$ cat config.mk
export PLATFORM = sky130hd
export DESIGN_NAME = sandpile_grid_sweep
export DESIGN_NICKNAME = d
export VERILOG_FILES = /design/src/rtl/sgs_pkg.sv /design/src/rtl/sandpile_grid_sweep.sv
export SDC_FILE = /design/constraint.sdc
export NUM_CORES = 1
export LEC_CHECK = 0
export ABC_AREA = 1
export BUFFER_PORTS_ARGS = -buffer_cell sky130_fd_sc_hd__buf_2
export CAP_MARGIN = 20
export CORE_MARGIN = 2
export CORE_UTILIZATION = 40
export DETAILED_ROUTE_END_ITERATION = 7
export GPL_TIMING_DRIVEN = 0
export PLACE_DENSITY_LB_ADDON = 0.2
export SLEW_MARGIN = 20
export SYNTH_ARGS = -nofsm -noshare
export SYNTH_HDL_FRONTEND = slang
export SYNTH_SLANG_ARGS = --single-unit
$ cat constraint.sdc
create_clock -name clk -period 6.01 [get_ports clk]
set_clock_uncertainty 0.1 [all_clocks]
set_input_delay 0.3005 -clock clk [delete_from_list [all_inputs] [get_ports clk]]
set_output_delay 0.3005 -clock clk [all_outputs]
set_load 0.01 [all_outputs]
$ cat src/rtl/sgs_pkg.sv
`timescale 1ns / 1ps

package sgs_pkg;

    localparam int GRID_SIDE  = 8;
    localparam int CELL_COUNT = GRID_SIDE * GRID_SIDE;
    localparam int COORD_W    = $clog2(GRID_SIDE);
    localparam int IDX_W      = $clog2(CELL_COUNT);

    localparam int FIELD_W  = 3;
    localparam int COLOR_W  = 2;
    localparam int HEIGHT_W = 8;

    localparam logic [HEIGHT_W-1:0] HEIGHT_MAX   = '1;
    localparam logic [HEIGHT_W-1:0] TOPPLE_LIMIT = HEIGHT_W'(3);
    localparam logic [HEIGHT_W-1:0] TOPPLE_LOSS  = HEIGHT_W'(4);

    // neighbor order within a topple
    localparam int NB_UP    = 0;
    localparam int NB_DOWN  = 1;
    localparam int NB_LEFT  = 2;
    localparam int NB_RIGHT = 3;

    typedef enum logic [9:0] {
        ST_IDLE     = 10'b00_0000_0001,
        ST_DROP_RD  = 10'b00_0000_0010,
        ST_DROP_WR  = 10'b00_0000_0100,
        ST_CELL_RD  = 10'b00_0000_1000,
        ST_CELL_CHK = 10'b00_0001_0000,
        ST_NB_RD    = 10'b00_0010_0000,
        ST_NB_WR    = 10'b00_0100_0000,
        ST_OUT_RD   = 10'b00_1000_0000,
        ST_OUT_LD   = 10'b01_0000_0000,
        ST_OUT_WAIT = 10'b10_0000_0000
    } state_t;

    function automatic logic [IDX_W-1:0] cell_idx(
        input logic [COORD_W-1:0] x,
        input logic [COORD_W-1:0] y
    );
        int sum;
        sum = int'(y) * GRID_SIDE + int'(x);
        return IDX_W'(sum);
    endfunction

    function automatic logic [HEIGHT_W-1:0] sat_inc(input logic [HEIGHT_W-1:0] h);
        return (h == HEIGHT_MAX) ? h : h + HEIGHT_W'(1);
    endfunction

endpackage

$ cat src/rtl/sandpile_grid_sweep.sv
`timescale 1ns / 1ps

// An in-range drop reads then writes its cell; the sweep reads and checks each cell, reads
// then writes each neighbor that gets a grain, opens the frame, then loads each output
// word and holds it under cell_stall. No new drop is taken before the frame ends. A height
// memory port pair serves every step and one increment/subtract unit does every write.
// Reset: rst_n is asynchronous, active low; all heights read as zero after reset
// through per-cell valid bits, no clearing pass.
module sandpile_grid_sweep (
    input  logic                         clk,
    input  logic                         rst_n,
    input  logic                         drop_valid,
    output logic                         drop_stall,
    input  logic [sgs_pkg::FIELD_W-1:0]  drop_x,
    input  logic [sgs_pkg::FIELD_W-1:0]  drop_y,
    output logic                         cell_valid,
    input  logic                         cell_stall,
    output logic [sgs_pkg::FIELD_W-1:0]  cell_x,
    output logic [sgs_pkg::FIELD_W-1:0]  cell_y,
    output logic [sgs_pkg::COLOR_W-1:0]  color_index,
    output logic                         last
);
    import sgs_pkg::*;

    state_t state_reg, state_next;

    logic [COORD_W-1:0]  cur_x_reg, cur_x_next;
    logic [COORD_W-1:0]  cur_y_reg, cur_y_next;
    logic [IDX_W-1:0]    wr_addr_reg, wr_addr_next;
    logic [3:0]          pend_reg, pend_next;

    logic [HEIGHT_W-1:0] heights_mem [CELL_COUNT];
    logic [CELL_COUNT-1:0] written_reg;
    logic [HEIGHT_W-1:0] rdata_reg;
    logic                rvalid_reg;

    logic                cell_valid_reg, cell_valid_next;
    logic [FIELD_W-1:0]  cell_x_reg, cell_y_reg;
    logic [COLOR_W-1:0]  color_reg;
    logic                last_reg;

    logic [IDX_W-1:0]    cur_idx, next_idx, nb_addr, raddr;
    logic [COORD_W-1:0]  nx, ny;
    logic                last_col, last_cell;
    logic                up_ok, down_ok, left_ok, right_ok;
    logic [3:0]          pend_left;
    logic [HEIGHT_W-1:0] h, alu_out;
    logic                mem_we, drop_ok, load_out;

    assign h         = rvalid_reg ? rdata_reg : '0;
    assign cur_idx   = cell_idx(cur_x_reg, cur_y_reg);
    assign last_col  = (cur_x_reg == COORD_W'(GRID_SIDE - 1));
    assign last_cell = last_col && (cur_y_reg == COORD_W'(GRID_SIDE - 1));
    assign nx        = last_col ? '0 : cur_x_reg + COORD_W'(1);
    assign ny        = last_cell ? '0 : (last_col ? cur_y_reg + COORD_W'(1) : cur_y_reg);
    assign next_idx  = cell_idx(nx, ny);

    assign up_ok    = (cur_y_reg != '0);
    assign down_ok  = (cur_y_reg != COORD_W'(GRID_SIDE - 1));
    assign left_ok  = (cur_x_reg != '0);
    assign right_ok = !last_col;

    assign drop_ok = (int'(drop_x) < GRID_SIDE) && (int'(drop_y) < GRID_SIDE);

    // shared unit: saturating increment, or the topple loss
    assign alu_out = (state_reg == ST_CELL_CHK) ? h - TOPPLE_LOSS : sat_inc(h);

    always_comb
    begin
        pend_left = pend_reg;
        nb_addr   = cur_idx;
        priority if (pend_reg[NB_UP])
        begin
            nb_addr = cell_idx(cur_x_reg, cur_y_reg - COORD_W'(1));
            pend_left[NB_UP] = 1'b0;
        end
        else if (pend_reg[NB_DOWN])
        begin
            nb_addr = cell_idx(cur_x_reg, cur_y_reg + COORD_W'(1));
            pend_left[NB_DOWN] = 1'b0;
        end
        else if (pend_reg[NB_LEFT])
        begin
            nb_addr = cell_idx(cur_x_reg - COORD_W'(1), cur_y_reg);
            pend_left[NB_LEFT] = 1'b0;
        end
        else if (pend_reg[NB_RIGHT])
        begin
            nb_addr = cell_idx(cur_x_reg + COORD_W'(1), cur_y_reg);
            pend_left[NB_RIGHT] = 1'b0;
        end
        else
        begin
            nb_addr = cur_idx;
        end
    end

    always_comb
    begin
        state_next      = state_reg;
        cur_x_next      = cur_x_reg;
        cur_y_next      = cur_y_reg;
        wr_addr_next    = wr_addr_reg;
        pend_next       = pend_reg;
        cell_valid_next = cell_valid_reg;
        raddr           = cur_idx;
        mem_we          = 1'b0;
        load_out        = 1'b0;
        unique case (state_reg)
            ST_IDLE:
            begin
                if (drop_valid)
                begin
                    cur_x_next   = '0;
                    cur_y_next   = '0;
                    wr_addr_next = cell_idx(COORD_W'(drop_x), COORD_W'(drop_y));
                    state_next   = drop_ok ? ST_DROP_RD : ST_CELL_RD;
                end
            end
            ST_DROP_RD:
            begin
                raddr      = wr_addr_reg;
                state_next = ST_DROP_WR;
            end
            ST_DROP_WR:
            begin
                mem_we     = 1'b1;
                state_next = ST_CELL_RD;
            end
            ST_CELL_RD:
            begin
                wr_addr_next = cur_idx;
                state_next   = ST_CELL_CHK;
            end
            ST_CELL_CHK:
            begin
                if (h > TOPPLE_LIMIT)
                begin
                    mem_we     = 1'b1;
                    pend_next  = {right_ok, left_ok, down_ok, up_ok};
                    state_next = ST_NB_RD;
                end
                else
                begin
                    cur_x_next = nx;
                    cur_y_next = ny;
                    state_next = last_cell ? ST_OUT_RD : ST_CELL_RD;
                end
            end
            ST_NB_RD:
            begin
                raddr        = nb_addr;
                wr_addr_next = nb_addr;
                pend_next    = pend_left;
                state_next   = ST_NB_WR;
            end
            ST_NB_WR:
            begin
                mem_we = 1'b1;
                if (pend_reg != '0)
                begin
                    state_next = ST_NB_RD;
                end
                else
                begin
                    cur_x_next = nx;
                    cur_y_next = ny;
                    state_next = last_cell ? ST_OUT_RD : ST_CELL_RD;
                end
            end
            ST_OUT_RD:
            begin
                state_next = ST_OUT_LD;
            end
            ST_OUT_LD:
            begin
                load_out        = 1'b1;
                cell_valid_next = 1'b1;
                state_next      = ST_OUT_WAIT;
            end
            ST_OUT_WAIT:
            begin
                raddr = next_idx;
                if (!cell_stall)
                begin
                    cell_valid_next = 1'b0;
                    cur_x_next      = nx;
                    cur_y_next      = ny;
                    state_next      = last_reg ? ST_IDLE : ST_OUT_LD;
                end
            end
            default:
            begin
                state_next = ST_IDLE;
            end
        endcase
    end

    always_ff @(posedge clk or negedge rst_n)
    begin
        if (!rst_n)
        begin
            state_reg      <= ST_IDLE;
            cur_x_reg      <= '0;
            cur_y_reg      <= '0;
            wr_addr_reg    <= '0;
            pend_reg       <= '0;
            cell_valid_reg <= 1'b0;
            written_reg    <= '0;
            rvalid_reg     <= 1'b0;
        end
        else
        begin
            state_reg      <= state_next;
            cur_x_reg      <= cur_x_next;
            cur_y_reg      <= cur_y_next;
            wr_addr_reg    <= wr_addr_next;
            pend_reg       <= pend_next;
            cell_valid_reg <= cell_valid_next;
            rvalid_reg     <= written_reg[raddr];
            if (mem_we)
            begin
                written_reg[wr_addr_reg] <= 1'b1;
            end
        end
    end

    always_ff @(posedge clk)
    begin
        if (mem_we)
        begin
            heights_mem[wr_addr_reg] <= alu_out;
        end
        rdata_reg <= heights_mem[raddr];
    end

    always_ff @(posedge clk)
    begin
        if (load_out)
        begin
            cell_x_reg <= FIELD_W'(cur_x_reg);
            cell_y_reg <= FIELD_W'(cur_y_reg);
            color_reg  <= h[COLOR_W-1:0];
            last_reg   <= last_cell;
        end
    end

    assign drop_stall  = (state_reg != ST_IDLE);
    assign cell_valid  = cell_valid_reg;
    assign cell_x      = cell_x_reg;
    assign cell_y      = cell_y_reg;
    assign color_index = color_reg;
    assign last        = last_reg;

    a_state_onehot: assert property (@(posedge clk) disable iff (!rst_n)
        $onehot(state_reg))
        else $error("state register not one-hot");

    a_drop_blocks: assert property (@(posedge clk) disable iff (!rst_n)
        (drop_valid && !drop_stall) |=> drop_stall)
        else $error("second word taken while a tick is in progress");

    a_out_only_in_wait: assert property (@(posedge clk) disable iff (!rst_n)
        cell_valid |-> (state_reg == ST_OUT_WAIT))
        else $error("output word valid outside the output phase");

    a_nb_pending: assert property (@(posedge clk) disable iff (!rst_n)
        (state_reg == ST_NB_RD) |-> (pend_reg != '0))
        else $error("neighbor read with nothing pending");

    a_frame_end: assert property (@(posedge clk) disable iff (!rst_n)
        (cell_valid && !cell_stall && last) |=> !drop_stall)
        else $error("block not ready after the final word of a frame");

    a_no_write_out: assert property (@(posedge clk) disable iff (!rst_n)
        mem_we |-> !cell_valid)
        else $error("height memory written during output");

endmodule

== After elaboration in Yosys (flattened, before gate mapping) ==
Memories as Yosys holds them, arrays and structs flattened. A register that Yosys moved wholly into a read port is not among the register bits.
Cells that the tools add are included.
Storage, ports and cells
  register bits after elaboration: 101
  bits in latches: 0
  memory bits (writable): 512
  memory bits (read-only): 0
  input bits: 10
  output and inout bits: 11
  word-level logic and storage cells: 121
  memories: 1
Cells by class
  $add $sub $neg: 13
  $mul: 0
  divide/modulo/power cells: 0
  magnitude comparators: 4
  equal/unequal tests: 23
  shift-type cells: 0
  muxes and demuxes: 45
  bitwise logic cells: 1
  reduce and logical (&&, ||, !) cells: 19
Memories
  heights_mem: words 64, bits a word 8, read ports 1, clocked after memory_dff 1, write ports 1, RTL line sandpile_grid_sweep.sv:32  | logic [HEIGHT_W-1:0] heights_mem [CELL_COUNT];
Operator list (number)
  10-bit one-hot mux with 10 select lines: 1
  64-bit OR: 1
  8-bit 2-to-1 mux: 6
  6-bit by 3-bit adder with 6-bit output: 7
  6-bit one-hot mux with 3 select lines: 2
  3-bit 2-to-1 mux: 11
  6-bit 2-to-1 mux: 5
  3-bit one-hot mux with 4 select lines: 2
  10-bit 2-to-1 mux: 2
  6-bit by 7-bit less-than comparator with 1-bit output, second input constant: 2
  2-bit != test, second input constant: 7
  10-bit by 1-bit equality test with 1-bit output, second input constant: 1
  10-bit equality test, second input constant: 1
  10-bit by 2-bit equality test with 1-bit output, second input constant: 1
  10-bit by 3-bit equality test with 1-bit output, second input constant: 1
  10-bit by 4-bit equality test with 1-bit output, second input constant: 1
  10-bit by 5-bit equality test with 1-bit output, second input constant: 1
  10-bit by 6-bit equality test with 1-bit output, second input constant: 1
  10-bit by 7-bit equality test with 1-bit output, second input constant: 1
  10-bit by 8-bit equality test with 1-bit output, second input constant: 1
  10-bit by 9-bit equality test with 1-bit output, second input constant: 1
  10-bit by 1-bit != test with 1-bit output, second input constant: 1
  5-bit AND reduction: 2
  9-bit 2-to-1 mux: 1
  other kinds (26): 45

== Longest topological paths before layout ==
  depth after elaboration: 9
  gate-level depth with buffers: 18
  depth with buffers taken out: 17

== Worst setup path before layout ==
No wires, ideal clock.
  kind: reg-to-reg
  start point: register rvalid_reg
  end point: memory heights_mem[0][6], data pin
  setup time: 720 ps
  data arrival time: 3919 ps
  data required time: 5190 ps
  path slack: 1270 ps
  cell stages (with the launch flop): 9
  buffers on the path: 1
  period minus slack after synthesis: 4740 ps
  path through: dfrtp_1 > clkbuf_1 > nand2_1 > inv_1 > ha_1 > nand2_1 > nor3_1 > nor2_1 > o31ai_1
Between the ends
  word-level cells in the longest chain between the ends: 4
  elaborated cells between the ends (all ways): 6
  classes of those cells: add/sub (2); eq/ne (1); mux (3)
Ends and longest elaborated chain
  from (decl): RTL line sandpile_grid_sweep.sv:35  | logic rvalid_reg;
  from (signal assigned): RTL line sandpile_grid_sweep.sv:220  | rvalid_reg <= written_reg[raddr];
  8-bit 2-to-1 mux *: RTL line sandpile_grid_sweep.sv:50  | assign h = rvalid_reg ? rdata_reg : '0;
  8-bit by 1-bit adder with 8-bit output / 8-bit equality test (equally long branches): RTL line sgs_pkg.sv:47  | return (h == HEIGHT_MAX) ? h : h + HEIGHT_W'(1);
  8-bit 2-to-1 mux: RTL line sgs_pkg.sv:47
  8-bit 2-to-1 mux *: RTL line sandpile_grid_sweep.sv:66  | assign alu_out = (state_reg == ST_CELL_CHK) ? h - TOPPLE_LOSS : sat_inc(h);
  via alu_out[6]: RTL line sandpile_grid_sweep.sv:47  | logic [HEIGHT_W-1:0] h, alu_out;
  to (decl): RTL line sandpile_grid_sweep.sv:32
The timed path passes the listed nets; every way through them passes the cells marked *.

== Worst setup path in the final report ==
  start point: register state_reg[7]
  end point: memory heights_mem[9][3] (enable)
Between the ends
  word-level cells in the longest chain between the ends: 5
  elaborated cells between the ends (all ways): 7
  classes of those cells: eq/ne (3); mux (3); reduce/logical (1)
Ends and longest elaborated chain
  from (decl): RTL line sandpile_grid_sweep.sv:25  | state_t state_reg, state_next;
  from (signal assigned): RTL line sandpile_grid_sweep.sv:214  | state_reg <= state_next;
  10-bit by 7-bit equality test with 1-bit output / 10-bit by 3-bit equality test with 1-bit output (equally long branches): RTL line sandpile_grid_sweep.sv:109  | unique case (state_reg)
  2-bit OR reduction (no source line)
  1-bit one-hot mux with 2 select lines *: RTL line sandpile_grid_sweep.sv:109
  1-bit 2-to-1 mux *: RTL line sandpile_grid_sweep.sv:230  | if (mem_we)
  1-bit 2-to-1 mux (not written as such) *: RTL line sandpile_grid_sweep.sv:232  | heights_mem[wr_addr_reg] <= alu_out;
Mark *: on every way between the ends. The rest lies on a longest branch, timed or not.

==> results.txt <==
- Run status: complete, no violations
- The synthesized netlist occupies a cell area of 28600 um^2.
- TritonCTS clock tree: built
- Walking the worst path, the cells encountered are inv_1 > nand2_1 > nor3_1 > inv_1 > nor3_4 > nand2_2 > nand2_2 > nand4_2 > buf_2 > nor2_1.
- Crit Reg-Reg Endpoint: heights_mem[9][3]
- Of the total synthesized cell area, the portion taken by XOR and XNOR cells is 0.00214.
- Crit path arrival time: 4.29 ns
- Via count: around 22k
* Sequential share of the synthesized area: 0.632
- Post-Synthesis Net Count: 2809
- Top routing layer used: met4
- Largest net degree at the start of global routing: 59
- Along the worst path, the maximum fanout reaches 10.
- Yosys printed 0 warnings.
* Met2 wire length: 43600 um
- Static Leak: ~0.013 uW
- The smallest clock period supported by the final layout is computed as 4.17 ns.
* Number of setup violations in the final report: 0
* Total core area: 71200 um^2
- During placement, the flow inserted port buffers numbering 20.
* Worst IR Drop VDD: roughly 0.20 mV
- The clock tree synthesis step divided the H-tree into 3 levels.
- Library cells used by synthesis: 56
* Main flop type after synthesis: edfxtp_1
- Max-slew violation count: 0
- Final hold slack: 0.0770 ns
* Met1 layer wirelength in the final routing: a little under 40000 um
- Depth of the worst register-to-register path: 10
- Detailed Place HPWL: 67700 um
* Length of routed met3 wiring: 8820 um
* Simple-gate share of the synthesized area: 0.247
- Via count of the first global-routing pass: 20.8k
- Placer congestion estimate: about 1
* Clk Latency, worst-skew pair: about 0.6 ns
- Net count of the finished layout: between 2k and 3k
- Area used by multi-input combinational logic: 8180 um^2
- Clock-pin slew was measured on the worst setup and hold paths at about 0.06 ns.
- Fill cells in the final layout number 6574.
- Proportion of layout cells with a drive suffix above 1: 0.105
* Sort of element at the end of the critical path: flip-flop
* Std cell rows: 98
- Flop-to-flop setup slack: between 1.5 and 2 ns
- Max Cap Viol: 0
* DRT antenna net count: 0
* FF/Latch Area: around 18000 um^2
* Number of clock sinks: between 600 and 700
* Number of buffers inserted during clock tree synthesis: around 70
- 21 I/O pins were placed.
- For the worst setup path, the data required time is 6.13 ns.
- Total grt overflow: 0
* Crit share post-route: 0.694
- Together, buffers and inverters on the worst path number 3.
* DRC violations left: 0
- Critical register-to-register path startpoint: state_reg[7]
* Buffer levels on the longest clock path: 3
* Overall routing resource usage: 0.257
- Headroom to the max-slew limit: 0.265
- Starting utilization of the core area: 0.402
- Iter 0 DRT Violations: 2806
* Most common library cell in the layout ignoring fill and taps: nand3_1
* Detailed-router iteration count before antenna repair: 6
- Upper clock frequency limit: 240 MHz
- By area, the combinational part of the netlist is dominated by simple AND/OR/NAND/NOR gates.
* Number of flops mapped to enable cells by yosys: 521
* Antenna diodes: 0
- Overall power consumption: 13700 uW
- Synth-to-Final Area Change: 15.1%
- Vertical extent of the die: 272 um
* Multiplexer share of the synthesized area: 0.000350
* First-pass GRT wire length: 138000 um
- The initial antenna violation count came to 0.
- Die area: approximately 74000 um^2
* Detailed-route wire length: 95800 um
- Peak per-stage delay on the critical path: 0.84 ns
- Library cell contributing the largest single delay on the critical path: nor2_1
- At the pin with the least slew margin, the transition time is about 1.1 ns.
- Type of origin of the critical path: flip-flop
- Detail-routed via count per cell: 5.55
- In this design, the largest share of critical-path delay is due to simple AND/OR/NAND/NOR gates.
- The average instance in the mapped netlist occupies around 10 um^2.
* Crit Path Class: reg -> reg
* Cells after Synth: between 2k and 3k
* Hold crit path type: in -> async
- Count of instances resized after the clock tree is built: 0
* Commonest non-fill, non-tap cells in the layout: 657 x nand3_1, 521 x edfxtp_1, 416 x inv_1, 400 x nand2_1, 191 x nand3b_1
- Dividing total power by cell area gives a power density of between 400 and 500 nW/um^2.
* Flip-flop count of the largest register after layout: 512
- The root buffer cell chosen for the clock tree is clkbuf_16.
- Of the total synthesized cell area, the portion taken by full adders, half adders and majority gates is 0.00481.
- From left edge to right edge, the die measures roughly 270 um.
- Setup repair after global routing missed its margin: false
- Number of synthesized register bits: 621
- Final Hold Violating Endpoints: 0
* WL per Instance: between 20 and 25 um
- Async set-or-reset flop fraction in the synthesized netlist: 0.148
- The share of the synthesized area in compound gates (AO/OA/AOI/OAI) was 0.0271.
per-stage QoR:
step	area (um^2)	cells	setup TNS [ns]	utilization	worst slack (ns)
after floorplan	28600	2788	0	-	1.27
after global placement	29900	3758	-1106.92	0.420	-3.05
after detailed placement	30700	3783	0	0.430	1.42
after CTS	33000	3911	0	0.463	1.42
after global routing	33000	3912	0	0.463	1.71
final	33000	3912	0	0.463	1.84
cell families after synthesis:
group,Yosys count
multiplexers,1
adder cells (fa/ha/maj),11
buffers and inverters,595
flip-flops,621
AO/OA/AOI/OAI,137
XOR/XNOR,7
AND/OR/NAND/NOR,1416
worst max path at each step:
| stage | from | endpoint | slack, ns | cells after the start |
|---|---|---|---|---|
| floorplan | rvalid_reg | heights_mem[0][6] | 1.27 | 8 |
| global placement | rvalid_reg | heights_mem[11][6] | -3.05 | 8 |
| detailed placement | state_reg[7] | heights_mem[6][6] | 1.42 | 10 |
| CTS | state_reg[7] | heights_mem[6][5] | 1.42 | 10 |
| global route | state_reg[7] | heights_mem[19][5] | 1.71 | 10 |
| finish | state_reg[7] | heights_mem[9][3] | 1.84 | 10 |
routing by layer:
metal / vias to the layer above / track usage
met4: 0 / 0.110
met2: 1106 / 0.404
li1: 9727 / -
met5: - / 0
met3: 201 / 0.0462
met1: 10700 / 0.349
report_power, final:
part	switching (uW)	internal, uW
combinational	3090	1180
sequential	78.1	5100
clock	1740	2490
total	4900	8770
final cells by class:
type | instances | share of cell area
buffer | 165 | 0.0263
clock buffer | 82 | 0.0561
clock inverter | 37 | 0.0107
inverter | 430 | 0.0489
multi-input combinational | 1572 | 0.248
sequential | 621 | 0.549
tap | 950 | 0.0360
timing repair buffer | 55 | 0.0247
cell usage after synthesis (13+ instances only):
master / n / area (um^2)
edfxtp_1: 521 / 15600
nand2_1: 400 / 1500
nor2_1: 107 / 402
o21ai_0: 77 / 385
a21oi_1: 21 / 105
clkbuf_1: 47 / 176
inv_1: 416 / 1560
nor3_1: 21 / 105
buf_2: 89 / 445
buf_4: 14 / 105
inv_2: 13 / 48.8
nand3b_1: 191 / 1430
dfrtp_1: 91 / 2280
nand3_1: 657 / 3290
timing repair:
item,in CTS,in global routing
hold buffers,9,0
setup buffers,0,0
endpoints found under the hold margin,101,0
(Power assumes the default switching activity.)
